**config.mk**
```make
export PLATFORM = sky130hd
export DESIGN_NAME = weekly_alarm_table_relay_timer
export DESIGN_NICKNAME = d
export VERILOG_FILES = /design/src/sv/watrt_pkg.sv /design/src/sv/watrt_front.sv /design/src/sv/watrt_queue.sv /design/src/sv/watrt_back.sv /design/src/sv/weekly_alarm_table_relay_timer.sv
export VERILOG_INCLUDE_DIRS = /design/src /design/src/sv
export SDC_FILE = /design/constraint.sdc
export NUM_CORES = 2
export LEC_CHECK = 0
export ABC_CLOCK_PERIOD_IN_PS = 5250
export BUFFER_PORTS_ARGS = -buffer_cell sky130_fd_sc_hd__buf_2
export CAP_MARGIN = 20
export CORE_UTILIZATION = 55
export CTS_CLUSTER_DIAMETER = 100
export DETAILED_ROUTE_END_ITERATION = 10
export GPL_TIMING_DRIVEN = 0
export PLACE_DENSITY_LB_ADDON = 0.08
export SKIP_LAST_GASP = 1
export SYNTH_ARGS = -nofsm -noshare
export SYNTH_HDL_FRONTEND = slang
export SYNTH_SLANG_ARGS = --single-unit
```
**constraint.sdc**
```tcl
create_clock -name clk -period 5.25 [get_ports clk]
set_input_delay 0.525 -clock clk [delete_from_list [all_inputs] [get_ports clk]]
set_output_delay 0.525 -clock clk [all_outputs]
set_load 0.02 [all_outputs]
```
**src/sv/weekly_alarm_table_relay_timer_defines.svh**
```systemverilog
// ----------------------------------------------------------------------------
// Assertion macros for the weekly alarm relay timer
// Clocked assertion wrappers; empty when SYNTHESIS is defined.
// ----------------------------------------------------------------------------
`ifndef WEEKLY_ALARM_TABLE_RELAY_TIMER_DEFINES_SVH
`define WEEKLY_ALARM_TABLE_RELAY_TIMER_DEFINES_SVH

`ifndef SYNTHESIS
// Check on every rising edge outside reset.
`define WATRT_ASSERT(label, prop, msg) \
  label: assert property (@(posedge clk) disable iff (rst) prop) else $error(msg);
// Check on every rising edge, reset included.
`define WATRT_ASSERT_ALWAYS(label, prop, msg) \
  label: assert property (@(posedge clk) prop) else $error(msg);
`else
`define WATRT_ASSERT(label, prop, msg)
`define WATRT_ASSERT_ALWAYS(label, prop, msg)
`endif

`endif

```
**src/sv/watrt_pkg.sv**
```systemverilog
// ----------------------------------------------------------------------------
// watrt_pkg
// Shared types and codes of the weekly alarm relay timer.
// ----------------------------------------------------------------------------
`default_nettype none

package watrt_pkg;

  localparam int HOUR_W = 5;
  localparam int MIN_W  = 6;
  localparam int WDAY_W = 3;
  localparam int ONM_W  = 8;
  localparam int SLOT_W = 6;
  localparam int STAT_W = 2;
  localparam int CD_W   = 14;
  localparam int TIME_W = HOUR_W + MIN_W + WDAY_W;
  localparam int LAST_W = TIME_W + 1;

  localparam int SECONDS_PER_MINUTE = 60;

  // command codes
  localparam logic [1:0] CMD_ADD    = 2'd0;
  localparam logic [1:0] CMD_REMOVE = 2'd1;
  localparam logic [1:0] CMD_TIME   = 2'd2;
  localparam logic [1:0] CMD_TICK   = 2'd3;

  // status codes
  localparam logic [STAT_W-1:0] STAT_OK       = 2'd0;
  localparam logic [STAT_W-1:0] STAT_FULL     = 2'd1;
  localparam logic [STAT_W-1:0] STAT_NOTFOUND = 2'd2;

  // classified operations handed from front to back
  localparam logic [2:0] OP_ADD    = 3'd0;
  localparam logic [2:0] OP_REMOVE = 3'd1;
  localparam logic [2:0] OP_MATCH  = 3'd2;
  localparam logic [2:0] OP_SKIP   = 3'd3;
  localparam logic [2:0] OP_TICK   = 3'd4;

  // "no time seen yet"; a packed time never reaches it
  localparam logic [LAST_W-1:0] NO_TIME = '1;

  typedef struct packed {
    logic [2:0]        op;
    logic [HOUR_W-1:0] hour;
    logic [MIN_W-1:0]  minute;
    logic [WDAY_W-1:0] weekday;
    logic [ONM_W-1:0]  on_minutes;
  } item_t;

  typedef struct packed {
    logic              act;
    logic [ONM_W-1:0]  on_minutes;
    logic [WDAY_W-1:0] weekday;
    logic [MIN_W-1:0]  minute;
    logic [HOUR_W-1:0] hour;
  } entry_t;

  typedef struct packed {
    logic  full;
    logic  empty;
  } q_stat_t;

endpackage

`default_nettype wire

```
**src/sv/watrt_front.sv**
```systemverilog
// ----------------------------------------------------------------------------
// watrt_front
// Accepts commands, classifies them and filters repeated time updates.
// ----------------------------------------------------------------------------
`default_nettype none

module watrt_front
  import watrt_pkg::*;
(
  input  wire logic              clk,
  input  wire logic              rst,
  input  wire logic              start,
  input  wire logic [1:0]        cmd,
  input  wire logic [HOUR_W-1:0] hour,
  input  wire logic [MIN_W-1:0]  minute,
  input  wire logic [WDAY_W-1:0] weekday,
  input  wire logic [ONM_W-1:0]  on_minutes,
  input  wire q_stat_t           q_stat,
  input  wire logic              clearing,
  output logic                   busy,
  output logic                   push,
  output item_t                  item
);

  logic [LAST_W-1:0] last_time;
  logic [LAST_W-1:0] now;

  assign now  = {1'b0, weekday, minute, hour};
  assign busy = q_stat.full | clearing;
  assign push = start & ~busy;

  always_comb begin
    item.hour       = hour;
    item.minute     = minute;
    item.weekday    = weekday;
    item.on_minutes = on_minutes;
    case (cmd)
      CMD_ADD:    item.op = OP_ADD;
      CMD_REMOVE: item.op = OP_REMOVE;
      CMD_TIME:   item.op = (now == last_time) ? OP_SKIP : OP_MATCH;
      default:    item.op = OP_TICK;
    endcase
  end

  // track the last distinct time in acceptance order
  always_ff @(posedge clk) begin
    if (rst) begin
      last_time <= NO_TIME;
    end else if (push && cmd == CMD_TIME) begin
      last_time <= now;
    end
  end

endmodule

`default_nettype wire

```
**src/sv/watrt_queue.sv**
```systemverilog
// ----------------------------------------------------------------------------
// watrt_queue
// Two-entry queue of classified transactions between front and back.
// ----------------------------------------------------------------------------
`default_nettype none

module watrt_queue
  import watrt_pkg::*;
(
  input  wire logic  clk,
  input  wire logic  rst,
  input  wire logic  push,
  input  wire item_t push_item,
  input  wire logic  pop,
  output item_t      head,
  output q_stat_t    q_stat
);

  item_t       slots [2];
  logic        wr_ptr;
  logic        rd_ptr;
  logic [1:0]  count;

  assign head         = slots[rd_ptr];
  assign q_stat.full  = (count == 2'd2);
  assign q_stat.empty = (count == 2'd0);

  always_ff @(posedge clk) begin
    if (push) begin
      slots[wr_ptr] <= push_item;
    end
  end

  always_ff @(posedge clk) begin
    if (rst) begin
      wr_ptr <= 1'b0;
      rd_ptr <= 1'b0;
      count  <= 2'd0;
    end else begin
      if (push) begin
        wr_ptr <= ~wr_ptr;
      end
      if (pop) begin
        rd_ptr <= ~rd_ptr;
      end
      count <= count + {1'b0, push} - {1'b0, pop};
    end
  end

endmodule

`default_nettype wire

```
**src/sv/watrt_back.sv**
```systemverilog
// ----------------------------------------------------------------------------
// watrt_back
// Alarm table memory, scan engine, relay countdown and result register.
// ----------------------------------------------------------------------------
`default_nettype none
`include "weekly_alarm_table_relay_timer_defines.svh"

module watrt_back
  import watrt_pkg::*;
#(
  parameter int TABLE_DEPTH = 64
) (
  input  wire logic           clk,
  input  wire logic           rst,
  input  wire item_t          head,
  input  wire q_stat_t        q_stat,
  output logic                pop,
  output logic                clearing,
  output logic                done,
  output logic                relay_drive,
  output logic [STAT_W-1:0]   status,
  output logic [SLOT_W-1:0]   slot
);

  localparam int AW = (TABLE_DEPTH > 1) ? $clog2(TABLE_DEPTH) : 1;
  localparam logic [AW:0]   DEPTH_C = (AW+1)'(TABLE_DEPTH);
  localparam logic [AW:0]   CLR_END = (AW+1)'(TABLE_DEPTH - 1);
  localparam logic [AW-1:0] LAST_C  = AW'(TABLE_DEPTH - 1);

  localparam logic [1:0] S_CLEAR = 2'd0;
  localparam logic [1:0] S_IDLE  = 2'd1;
  localparam logic [1:0] S_SCAN  = 2'd2;

  entry_t mem [TABLE_DEPTH];
  entry_t rd_data;
  logic [AW-1:0] rd_addr;
  logic          we;
  logic [AW-1:0] wa;
  entry_t        wd;

  logic [1:0]    state, state_next;
  logic [AW:0]   idx, idx_next;
  logic          pend, pend_next;
  logic [AW-1:0] pend_idx, pend_idx_next;
  logic          found, found_next;
  item_t         cur, cur_next;
  logic [CD_W-1:0] cd, cd_next;
  logic          finish;
  logic [STAT_W-1:0] res_status;
  logic [SLOT_W-1:0] res_slot;
  logic          issuing;
  logic          hm_hit;
  logic          time_hit;
  logic          last_one;
  logic [CD_W-1:0] cd_load;

  // memory: one write and one registered read per cycle
  always_ff @(posedge clk) begin
    if (we) begin
      mem[wa] <= wd;
    end
    rd_data <= mem[rd_addr];
  end

  assign clearing = (state == S_CLEAR);
  assign issuing  = (state == S_SCAN) && (idx < DEPTH_C);
  assign rd_addr  = idx[AW-1:0];
  assign hm_hit   = rd_data.act && rd_data.hour == cur.hour && rd_data.minute == cur.minute;
  assign time_hit = hm_hit && rd_data.weekday == cur.weekday;
  assign last_one = (pend_idx == LAST_C);
  assign cd_load  = CD_W'(rd_data.on_minutes) * CD_W'(SECONDS_PER_MINUTE);

  always_comb begin
    state_next    = state;
    idx_next      = idx;
    pend_next     = 1'b0;
    pend_idx_next = pend_idx;
    found_next    = found;
    cur_next      = cur;
    cd_next       = cd;
    pop           = 1'b0;
    finish        = 1'b0;
    res_status    = STAT_OK;
    res_slot      = '0;
    we            = 1'b0;
    wa            = pend_idx;
    wd            = rd_data;
    case (state)
      S_CLEAR: begin
        we       = 1'b1;
        wa       = idx[AW-1:0];
        wd       = '0;
        idx_next = idx + (AW+1)'(1);
        if (idx == CLR_END) begin
          state_next = S_IDLE;
        end
      end
      S_IDLE: begin
        if (!q_stat.empty) begin
          pop = 1'b1;
          case (head.op)
            OP_TICK: begin
              finish = 1'b1;
              if (cd != '0) begin
                cd_next = cd - CD_W'(1);
              end
            end
            OP_SKIP: begin
              finish = 1'b1;
            end
            default: begin
              cur_next   = head;
              idx_next   = '0;
              found_next = 1'b0;
              state_next = S_SCAN;
            end
          endcase
        end
      end
      S_SCAN: begin
        pend_next     = issuing;
        pend_idx_next = idx[AW-1:0];
        if (issuing) begin
          idx_next = idx + (AW+1)'(1);
        end
        if (pend) begin
          case (cur.op)
            OP_ADD: begin
              if (!rd_data.act) begin
                we          = 1'b1;
                wd.act      = 1'b1;
                wd.on_minutes = cur.on_minutes;
                wd.weekday  = cur.weekday;
                wd.minute   = cur.minute;
                wd.hour     = cur.hour;
                finish      = 1'b1;
                res_slot    = SLOT_W'(pend_idx);
              end else if (last_one) begin
                finish      = 1'b1;
                res_status  = STAT_FULL;
              end
            end
            OP_REMOVE: begin
              if (hm_hit) begin
                we         = 1'b1;
                wd.act     = 1'b0;
                found_next = 1'b1;
              end
              if (last_one) begin
                finish     = 1'b1;
                res_status = (found || hm_hit) ? STAT_OK : STAT_NOTFOUND;
              end
            end
            default: begin
              if (time_hit) begin
                cd_next  = cd_load;
                finish   = 1'b1;
                res_slot = SLOT_W'(pend_idx);
              end else if (last_one) begin
                finish   = 1'b1;
              end
            end
          endcase
        end
        if (finish) begin
          state_next = S_IDLE;
        end
      end
      default: begin
        state_next = S_IDLE;
      end
    endcase
  end

  always_ff @(posedge clk) begin
    if (rst) begin
      state       <= S_CLEAR;
      idx         <= '0;
      pend        <= 1'b0;
      found       <= 1'b0;
      cd          <= '0;
      done        <= 1'b0;
      relay_drive <= 1'b0;
    end else begin
      state       <= state_next;
      idx         <= idx_next;
      pend        <= pend_next;
      found       <= found_next;
      cd          <= cd_next;
      done        <= finish;
      if (finish) begin
        relay_drive <= (cd_next != '0);
      end
    end
  end

  always_ff @(posedge clk) begin
    pend_idx <= pend_idx_next;
    cur      <= cur_next;
    if (finish) begin
      status <= res_status;
      slot   <= res_slot;
    end
  end

  `WATRT_ASSERT(a_pop_nonempty, pop |-> !q_stat.empty, "pop from empty queue")
  `WATRT_ASSERT(a_match_no_write, (state == S_SCAN && cur.op == OP_MATCH) |-> !we, "scan wrote")
  `WATRT_ASSERT(a_relay_tracks, done |-> (relay_drive == (cd != '0)), "relay off countdown")
  `WATRT_ASSERT(a_err_slot_zero, (done && status != STAT_OK) |-> (slot == '0), "bad slot")

endmodule

`default_nettype wire

```
**src/sv/weekly_alarm_table_relay_timer.sv**
```systemverilog
// ----------------------------------------------------------------------------
// weekly_alarm_table_relay_timer
// Weekly alarm table with one relay countdown, front/queue/back organization.
// ----------------------------------------------------------------------------
//
// Channel   Direction  Handshake                     Payload
// command   in         start high while busy low     cmd, hour, minute, weekday, on_minutes
// result    out        done strobe, one cycle        relay_drive, status, slot
//
// Add, remove and time updates scan the table one entry per cycle through the
// single read port; add stops at the first free entry and match at the first
// hit. Ticks and repeated time updates finish without a scan. After reset a
// clearing pass writes every table entry to zero and holds busy high; busy
// also rises while the two-entry queue is full. done cannot be held off by
// the receiver.
// ----------------------------------------------------------------------------
`default_nettype none

module weekly_alarm_table_relay_timer
  import watrt_pkg::*;
#(
  parameter int TABLE_DEPTH = 64
) (
  input  wire logic              clk,
  input  wire logic              rst,
  input  wire logic              start,
  output logic                   busy,
  input  wire logic [1:0]        cmd,
  input  wire logic [HOUR_W-1:0] hour,
  input  wire logic [MIN_W-1:0]  minute,
  input  wire logic [WDAY_W-1:0] weekday,
  input  wire logic [ONM_W-1:0]  on_minutes,
  output logic                   done,
  output logic                   relay_drive,
  output logic [STAT_W-1:0]      status,
  output logic [SLOT_W-1:0]      slot
);

  item_t   push_item;
  item_t   head;
  q_stat_t q_stat;
  logic    push;
  logic    pop;
  logic    clearing;

  // classify and filter repeated times in arrival order
  watrt_front u_front (
    .clk        (clk),
    .rst        (rst),
    .start      (start),
    .cmd        (cmd),
    .hour       (hour),
    .minute     (minute),
    .weekday    (weekday),
    .on_minutes (on_minutes),
    .q_stat     (q_stat),
    .clearing   (clearing),
    .busy       (busy),
    .push       (push),
    .item       (push_item)
  );

  // hold up to two classified transactions while the back scans
  watrt_queue u_queue (
    .clk       (clk),
    .rst       (rst),
    .push      (push),
    .push_item (push_item),
    .pop       (pop),
    .head      (head),
    .q_stat    (q_stat)
  );

  // scan the table, advance the countdown, drive the result strobe
  watrt_back #(
    .TABLE_DEPTH (TABLE_DEPTH)
  ) u_back (
    .clk         (clk),
    .rst         (rst),
    .head        (head),
    .q_stat      (q_stat),
    .pop         (pop),
    .clearing    (clearing),
    .done        (done),
    .relay_drive (relay_drive),
    .status      (status),
    .slot        (slot)
  );

endmodule

`default_nettype wire
```
Word-level counts from Yosys, hierarchy flattened
Memories as Yosys holds them, arrays and structs flattened. A register that Yosys moved wholly into a read port is not among the register bits.
Cells that the tools add are included.

operators by class
  muxes and demuxes = 61
  equal/unequal tests = 22
  reduce and logical (&&, ||, !) cells = 22
  $mul = 1
  bitwise gates (word level) = 8
  magnitude comparators = 1
  add/sub/neg operators = 4

operators with widths
  kind                     number
  $mux W14                 6
  $pmux W23 S2             1
  $mux W22                 2
  $pmux W14 S2             1
  $reduce_bool A14 Y1      2
  $mux W1                  26
  $mux W23                 1
  $mux W7                  3
  $pmux W7 S3              1
  $mux W6                  3
  $eq A14 B15 Y1           1
  $mux W2                  7
  $sub A14 B1 Y14 const B  1
  $mul A8 B4 Y12 const B   1
  $pmux W1 S2              6
  $pmux W6 S2              1
  $pmux W3 S3              1
  $ne A2 B1 Y1 const B     4
  $ne A2 B2 Y1 const B     4
  $reduce_and A4 Y1        2
  $add A7 B1 Y7 const B    1
  $eq A7 B6 Y1 const B     1
  $lt A7 B7 Y1 const B     1
  $eq A2 B2 Y1 const B     3
  25 further kinds         39

storage, ports and cells
  register bits = 85
  bits of input ports = 27
  memories = 2
  word-level logic and storage cells = 140
  output and inout bits = 11
  bits in writable memories = 1522

memory list
  memory         depth  bits a word  rd ports  clocked after memory_dff  write ports  line               source
  u_back.mem     64     23           1         1                         1            watrt_back.sv:34   entry_t mem [TABLE_DEPTH];
  u_queue.slots  2      25           1         1                         1            watrt_queue.sv:19  item_t slots [2];

Logic depth before layout (Yosys ltp)
  depth after elaboration = 10
  depth in mapped cells = 13
  gate-level depth less buffers = 13

Hierarchy
A second synthesis with hierarchy kept.

unflattened totals
  cell total of the unflattened synthesis = 2835
  area, all modules = 63747.4 um^2

by module, submodules not included
  module       instances  area each (um^2)  cells each  sequential area each (um^2)
  watrt_back   1          60713.2           2626        46374.5
  watrt_queue  1          2125.8            99          1601.5
  watrt_front  1          908.4             110         300.3

Worst setup path before layout
Ideal clock, no wire load.

  path type = register to register
  start = reg u_back.state[0]
  end = mem u_back.mem[48][0] (netlist name), enable pin
  setup time = 0.432 ns
  data required time = 4.818 ns
  stages on the path, launching flop included = 10
  period minus slack after synthesis = 4.087 ns
  data arrival time = 3.655 ns
  path buffers = 2
  path slack = 1.163 ns
  cells stage by stage = dfxtp_1 > inv_1 > ha_1 > clkbuf_1 > nand2_1 > nor2_1 > or3_1 > clkbuf_1 > nand3_1 > nor3_1

on the way
  word-level cells in the longest chain between the ends = 4
  elaborated cells between the ends (all ways) = 6
  classes of those cells = 1 x eq/ne; 4 x mux; 1 x reduce/logical

ends and longest elaborated chain
  what                                                     line               source
  start, declared                                          watrt_back.sv:41   logic [1:0] state, state_next;
  start signal, assigned                                   watrt_back.sv:185  state <= state_next;
  $eq A2 B2 Y1 / $logic_not A2 Y1 (equally long branches)  watrt_back.sv:88   case (state)
  $pmux W1 S2                                              watrt_back.sv:88
  $mux W1                                                  watrt_back.sv:59   if (we) begin
  $mux W1 (not written as such)                            watrt_back.sv:60   mem[wa] <= wd;
  end, declared                                            watrt_back.sv:34

Parallel ways exist; a longest one is shown, timed or not.

Worst setup path after layout
  start = reg u_back.idx[2]
  end = mem u_back.mem[47][8] (netlist name), enable pin

on the way
  word-level cells in the longest chain between the ends = 1

ends and longest elaborated chain
  what                    line               source
  start, declared         watrt_back.sv:42   logic [AW:0] idx, idx_next;
  start signal, assigned  watrt_back.sv:186  idx <= idx_next;
  $mux W6                 watrt_back.sv:88

No other way between the ends.

==> results by stage <==
Run status:
- The run finished with clean final reports.

CTS:
- The H-tree was split into 4 levels.
- The post-CTS resize count is 0.
- The latest clock arrival within the worst-skew pair is 770 ps.
- TritonCTS built the clock tree.
- In this run the post-CTS setup repair buffer count came out at 0.
- The buffer cell driving the clock tree root is sky130_fd_sc_hd__clkbuf_16.
- Buffers inserted during clock tree synthesis total 164.
- The clock transition at the register clock pins on the worst setup and hold paths after CTS is 60 ps.
- No sink is reached through more buffers than the 3 on the longest clock path.
- Clock tree synthesis found a total of 1631 sinks.

Flow run:
- Max-cap violations in this run came to 0.

Floorplanning:
- The overall die area is 117000 sq um.
- In this run the count of I/O pins placed on the die edge is 38.
- The row count is 124.
- The chip width is 342 microns.
- Measured along the y axis, the die boundary spans 342 microns.
- For this configuration, the core starts out at a cell density of 0.556.
- The floorplan step defined a core boundary enclosing 115000 sq um.

STA:
- Setup violations remaining at the end of the flow were counted as 0.
- Final hold analysis gives a worst-case slack of 78.4 ps.
- Dividing the final minimum period by the clock period gives 0.956.
- Across all setup checks in the final design, the least slack found is 233 ps.
- The actual transition at the worst max-transition pin is 1200 ps.
- The largest clock skew in the final design is 23.7 ps.
- The highest clock frequency the design can meet is 199 MHz.
- The number of endpoints with negative hold slack in the final report is 0.
- The clock period minus worst slack is 5020 ps.
- Headroom to the max-slew limit came out at 0.202.
- Setup repair after global routing left no endpoint under its margin.
- The final-report max-slew violation count is 0.

Cells and area:
- The final standard cell area without fillers is 72700 sq um.
- Relative to the synthesized area, the layout overhead comes to 14.3%.
- The area used by sequential logic in the layout is 48300 sq um.
- The area used by multi-input combinational logic is 15100 sq um.
- The net count of the finished layout is 3199.
- The share of final-layout standard cells stronger than drive strength 1 is 0.294.
- Measured on the finished design, the core utilization comes to 0.635.
- The layout has 7594 filler cells.
- The most frequent standard cell in the layout excluding fill and tap cells is sky130_fd_sc_hd__edfxtp_1.
- In the layout the commonest cells are sky130_fd_sc_hd__edfxtp_1 (1561), sky130_fd_sc_hd__mux4_2 (483), sky130_fd_sc_hd__clkbuf_16 (169).
- Leaving out filler cells and counting taps, the final layout contains 4784.

Yosys:
- Sorting the synthesized cells by area gives the leading types as sky130_fd_sc_hd__edfxtp_1 (74%), sky130_fd_sc_hd__mux4_2 (17%), sky130_fd_sc_hd__dfxtp_1 (2.2%), sky130_fd_sc_hd__nor2_1 (0.65%), sky130_fd_sc_hd__clkbuf_1 (0.53%).
- Of the total synthesized cell area, the portion taken by full adders, half adders and majority gates is 0.00861.
- The compound-gate portion of the synthesized area came to 0.0153.
- Dividing the synthesized area by the synthesized cell count gives 22.4 sq um.
- The synthesized design contains 1561 enable-type register cells.
- sky130_fd_sc_hd__edfxtp_1 takes more of the synthesized area than any other cell.
- The area share of the leading cell type in the synthesized netlist is 0.736.
- Of the total synthesized cell area, the portion taken by AND, OR, NAND and NOR gates is 0.0221.
- Measured against the total synthesized area, the mux share comes to 0.178.
- The number of unique standard cell types used by synthesis is 70.
- The share of synthesized flip-flops with an asynchronous set or reset is 0.
- Of the total synthesized cell area, the portion taken by XOR and XNOR cells is 0.00633.
- Counting every instance in the synthesized netlist gives 2841.
- In this run, synthesis produced a sequential element count of 1631.
- The synthesized cell area is 63600 sq um.
- The combinational family with the most area after synthesis is multiplexers.
- The warning count from the yosys run is 0.
- The register area share after synthesis is 0.758.
- In the synthesized netlist the dominant register cell turns out to be sky130_fd_sc_hd__edfxtp_1.
- Synthesis produced a netlist with a net count of 2904.

Power and ir drop:
- The internal portion of the total power is 0.0261 W.
- The clock share of power is 0.299.
- The fraction of power consumed by sequential logic is 0.417.
- The ratio of total power to cell area is 513 nW/um^2.
- For this design the total switching power over the nets is 0.0113 W.
- The cell leakage power is 23.1 nW.
- The worst-case IR drop observed on VDD is 495 uV.
- The logic gate share of total power is 0.284.
- The net switching share of the total power is 0.302.

Global routing:
- The via count of the first global-routing pass is 31600.
- The first global-routing pass estimated 226000 microns of wire.
- The total routing resource utilization after global routing is 0.276.
- The initial antenna violation count is 1.
- Entering global routing, the biggest net connects 64 pins.
- The remaining global-route overflow is 0.

Placement:
- The instance area after placement is 67200 sq um.
- The cell count after placement is 4446.
- Prior to clock tree synthesis, the placed netlist has a worst setup slack of 395 ps.
- Detailed placement finished with a half-perimeter wire length of 103000 microns.
- The final RePlAce weighted congestion is 0.867.
- The total of buffers placed on input and output ports is 37.

Detailed routing:
- The violation count after the first detailed-routing iteration is 3579.
- The number of vias per cell after detailed routing is 6.42.
- The final layout contains routed wiring with a total length of 157000 microns.
- The count of nets left with antenna violations once routing finished came out at 0.
- The overall via count from detail_route is 30700.
- After detailed routing, the number of remaining DRC violations is 0.
- The routed length per placed instance is 32.9 microns.
- The count of TritonRoute iterations in the first routing pass is 6.

Setup path:
- The maximum fanout count along the critical path is 12.
- Data on the critical path arrives at its endpoint at 5470 ps.
- The launching element type of the critical path is a register.
- The category of the worst setup path capture point is a register.
- The required time reported for the critical path endpoint is 5710 ps.
- The critical path class is reg -> reg.

Hold path:
- The worst hold-check path type is in -> reg.
-- path summary, 6_finish.rpt --
check | from | end | slack, ps | depth (start not counted)
max | u_back.idx[2]$_SDFFE_PP0P_ | u_back.mem[47][8]$_DFFE_PP_ | 230 | 8
min | cmd[0] | u_queue.slots[0][24]$_DFFE_PP_ | 80 | 2
max reg2reg | u_back.idx[2]$_SDFFE_PP0P_ | u_back.mem[47][8]$_DFFE_PP_ | 230 | 8
min reg2reg | u_back.idx[2]$_SDFFE_PP0P_ | u_back.pend_idx[2]$_DFFE_PP_ | 460 | 0
-- synthesized netlist by cell type, types with 4 or more instances --
library cell / count
sky130_fd_sc_hd__edfxtp_1: 1561
sky130_fd_sc_hd__mux4_2: 483
sky130_fd_sc_hd__nor2_1: 111
sky130_fd_sc_hd__clkbuf_1: 90
sky130_fd_sc_hd__dfxtp_1: 70
sky130_fd_sc_hd__inv_1: 46
sky130_fd_sc_hd__nand2_1: 44
sky130_fd_sc_hd__buf_1: 41
sky130_fd_sc_hd__mux2_2: 28
sky130_fd_sc_hd__nand3_1: 26
sky130_fd_sc_hd__xnor2_1: 25
sky130_fd_sc_hd__a22o_1: 24
sky130_fd_sc_hd__ha_1: 23
sky130_fd_sc_hd__xor2_1: 21
sky130_fd_sc_hd__o21ai_0: 20
sky130_fd_sc_hd__a21oi_1: 19
sky130_fd_sc_hd__nor2b_1: 19
sky130_fd_sc_hd__a211o_1: 15
sky130_fd_sc_hd__buf_2: 13
sky130_fd_sc_hd__fa_1: 13
sky130_fd_sc_hd__nand4_1: 13
sky130_fd_sc_hd__and2_1: 9
sky130_fd_sc_hd__mux2i_1: 9
sky130_fd_sc_hd__nor4_1: 9
sky130_fd_sc_hd__or3_1: 9
sky130_fd_sc_hd__a31oi_1: 7
sky130_fd_sc_hd__and3_1: 7
sky130_fd_sc_hd__nor3_1: 7
sky130_fd_sc_hd__or4_1: 6
sky130_fd_sc_hd__nor4b_1: 5
sky130_fd_sc_hd__a21o_1: 4
sky130_fd_sc_hd__o211ai_1: 4
sky130_fd_sc_hd__o31ai_1: 4
sky130_fd_sc_hd__or2_2: 4
-- flip-flops by register name (all words and copies together) (netlist names), named ones only --
| signal | count |
|---|---|
| u_queue.count | 2 |
| u_back.slot | 6 |
| u_back.idx | 7 |
| u_back.cd | 14 |
| u_back.done | 1 |
| u_queue.rd_ptr | 1 |
| u_back.mem | 1472 |
| u_back.pend_idx | 6 |
| u_back.found | 1 |
| u_back.relay_drive | 1 |
| u_queue.wr_ptr | 1 |
| u_back.rd_data | 23 |
| u_front.last_time | 15 |
| u_back.cur | 25 |
| u_back.status | 2 |
| u_queue.slots | 50 |
| u_back.state | 2 |
| u_back.pend | 1 |
-- layer usage --
metal  wire length (microns)  vias to the layer above  track usage
met1                   64100                    16600        0.395
met4                    4000                        0       0.0799
met3                   11800                      232       0.0519
met2                   77400                     1266        0.440
met5                       0                        -            0
li1                        -                    12600            -
-- critical path, cell delays in order, from the launching register on --
cell	delay, ps
sky130_fd_sc_hd__dfxtp_1	340
sky130_fd_sc_hd__clkbuf_1	600
sky130_fd_sc_hd__clkbuf_1	770
sky130_fd_sc_hd__clkbuf_1	570
sky130_fd_sc_hd__nand3_1	150
sky130_fd_sc_hd__o21ai_0	270
sky130_fd_sc_hd__nand3_1	740
sky130_fd_sc_hd__nor2_2	980
sky130_fd_sc_hd__buf_8	260
-- stage by stage --
| step | setup TNS (ps) | total power [W] |
|---|---|---|
| global placement | -745040 | 0.0258 |
| CTS | 0 | 0.0374 |
| finish | 0 | 0.0373 |
| detailed placement | 0 | 0.0264 |
| global route | 0 | 0.0386 |
| floorplan | 0 | 0.0221 |
-- cells by family after synthesis --
kind of cell / Yosys count
fa+ha+maj: 36
simple gates: 284
xor+xnor: 46
mux: 522
flops: 1631
buf+inv: 191
compound gates: 131
-- timing repair --
item,in CTS,in global routing
endpoints found under the hold margin,45,0
hold buffers,22,0
endpoints found under the setup margin,0,0
-- cell type report --
| class | count | share of cell area |
|---|---|---|
| sequential | 1631 | 0.664 |
| multi-input combinational | 1019 | 0.207 |
| clock buffer | 203 | 0.0599 |
| tap | 1512 | 0.0260 |
| timing repair buffer | 129 | 0.0226 |
| clock inverter | 93 | 0.00999 |
| buffer | 144 | 0.00766 |
| inverter | 47 | 0.00243 |
| antenna | 6 | 0.000206 |
-- power by group through the flow --
stage / logic, W / clock network [W] / registers [W]
2_1_floorplan: 0.00635 / 0 / 0.0158
3_3_place_gp: 0.00986 / 0 / 0.0159
3_5_place_dp: 0.0105 / 0 / 0.0159
4_1_cts: 0.0106 / 0.0113 / 0.0156
5_1_grt: 0.0112 / 0.0118 / 0.0156
6_report: 0.0106 / 0.0112 / 0.0156
No activity file was read; power rests on OpenSTA's default activity.
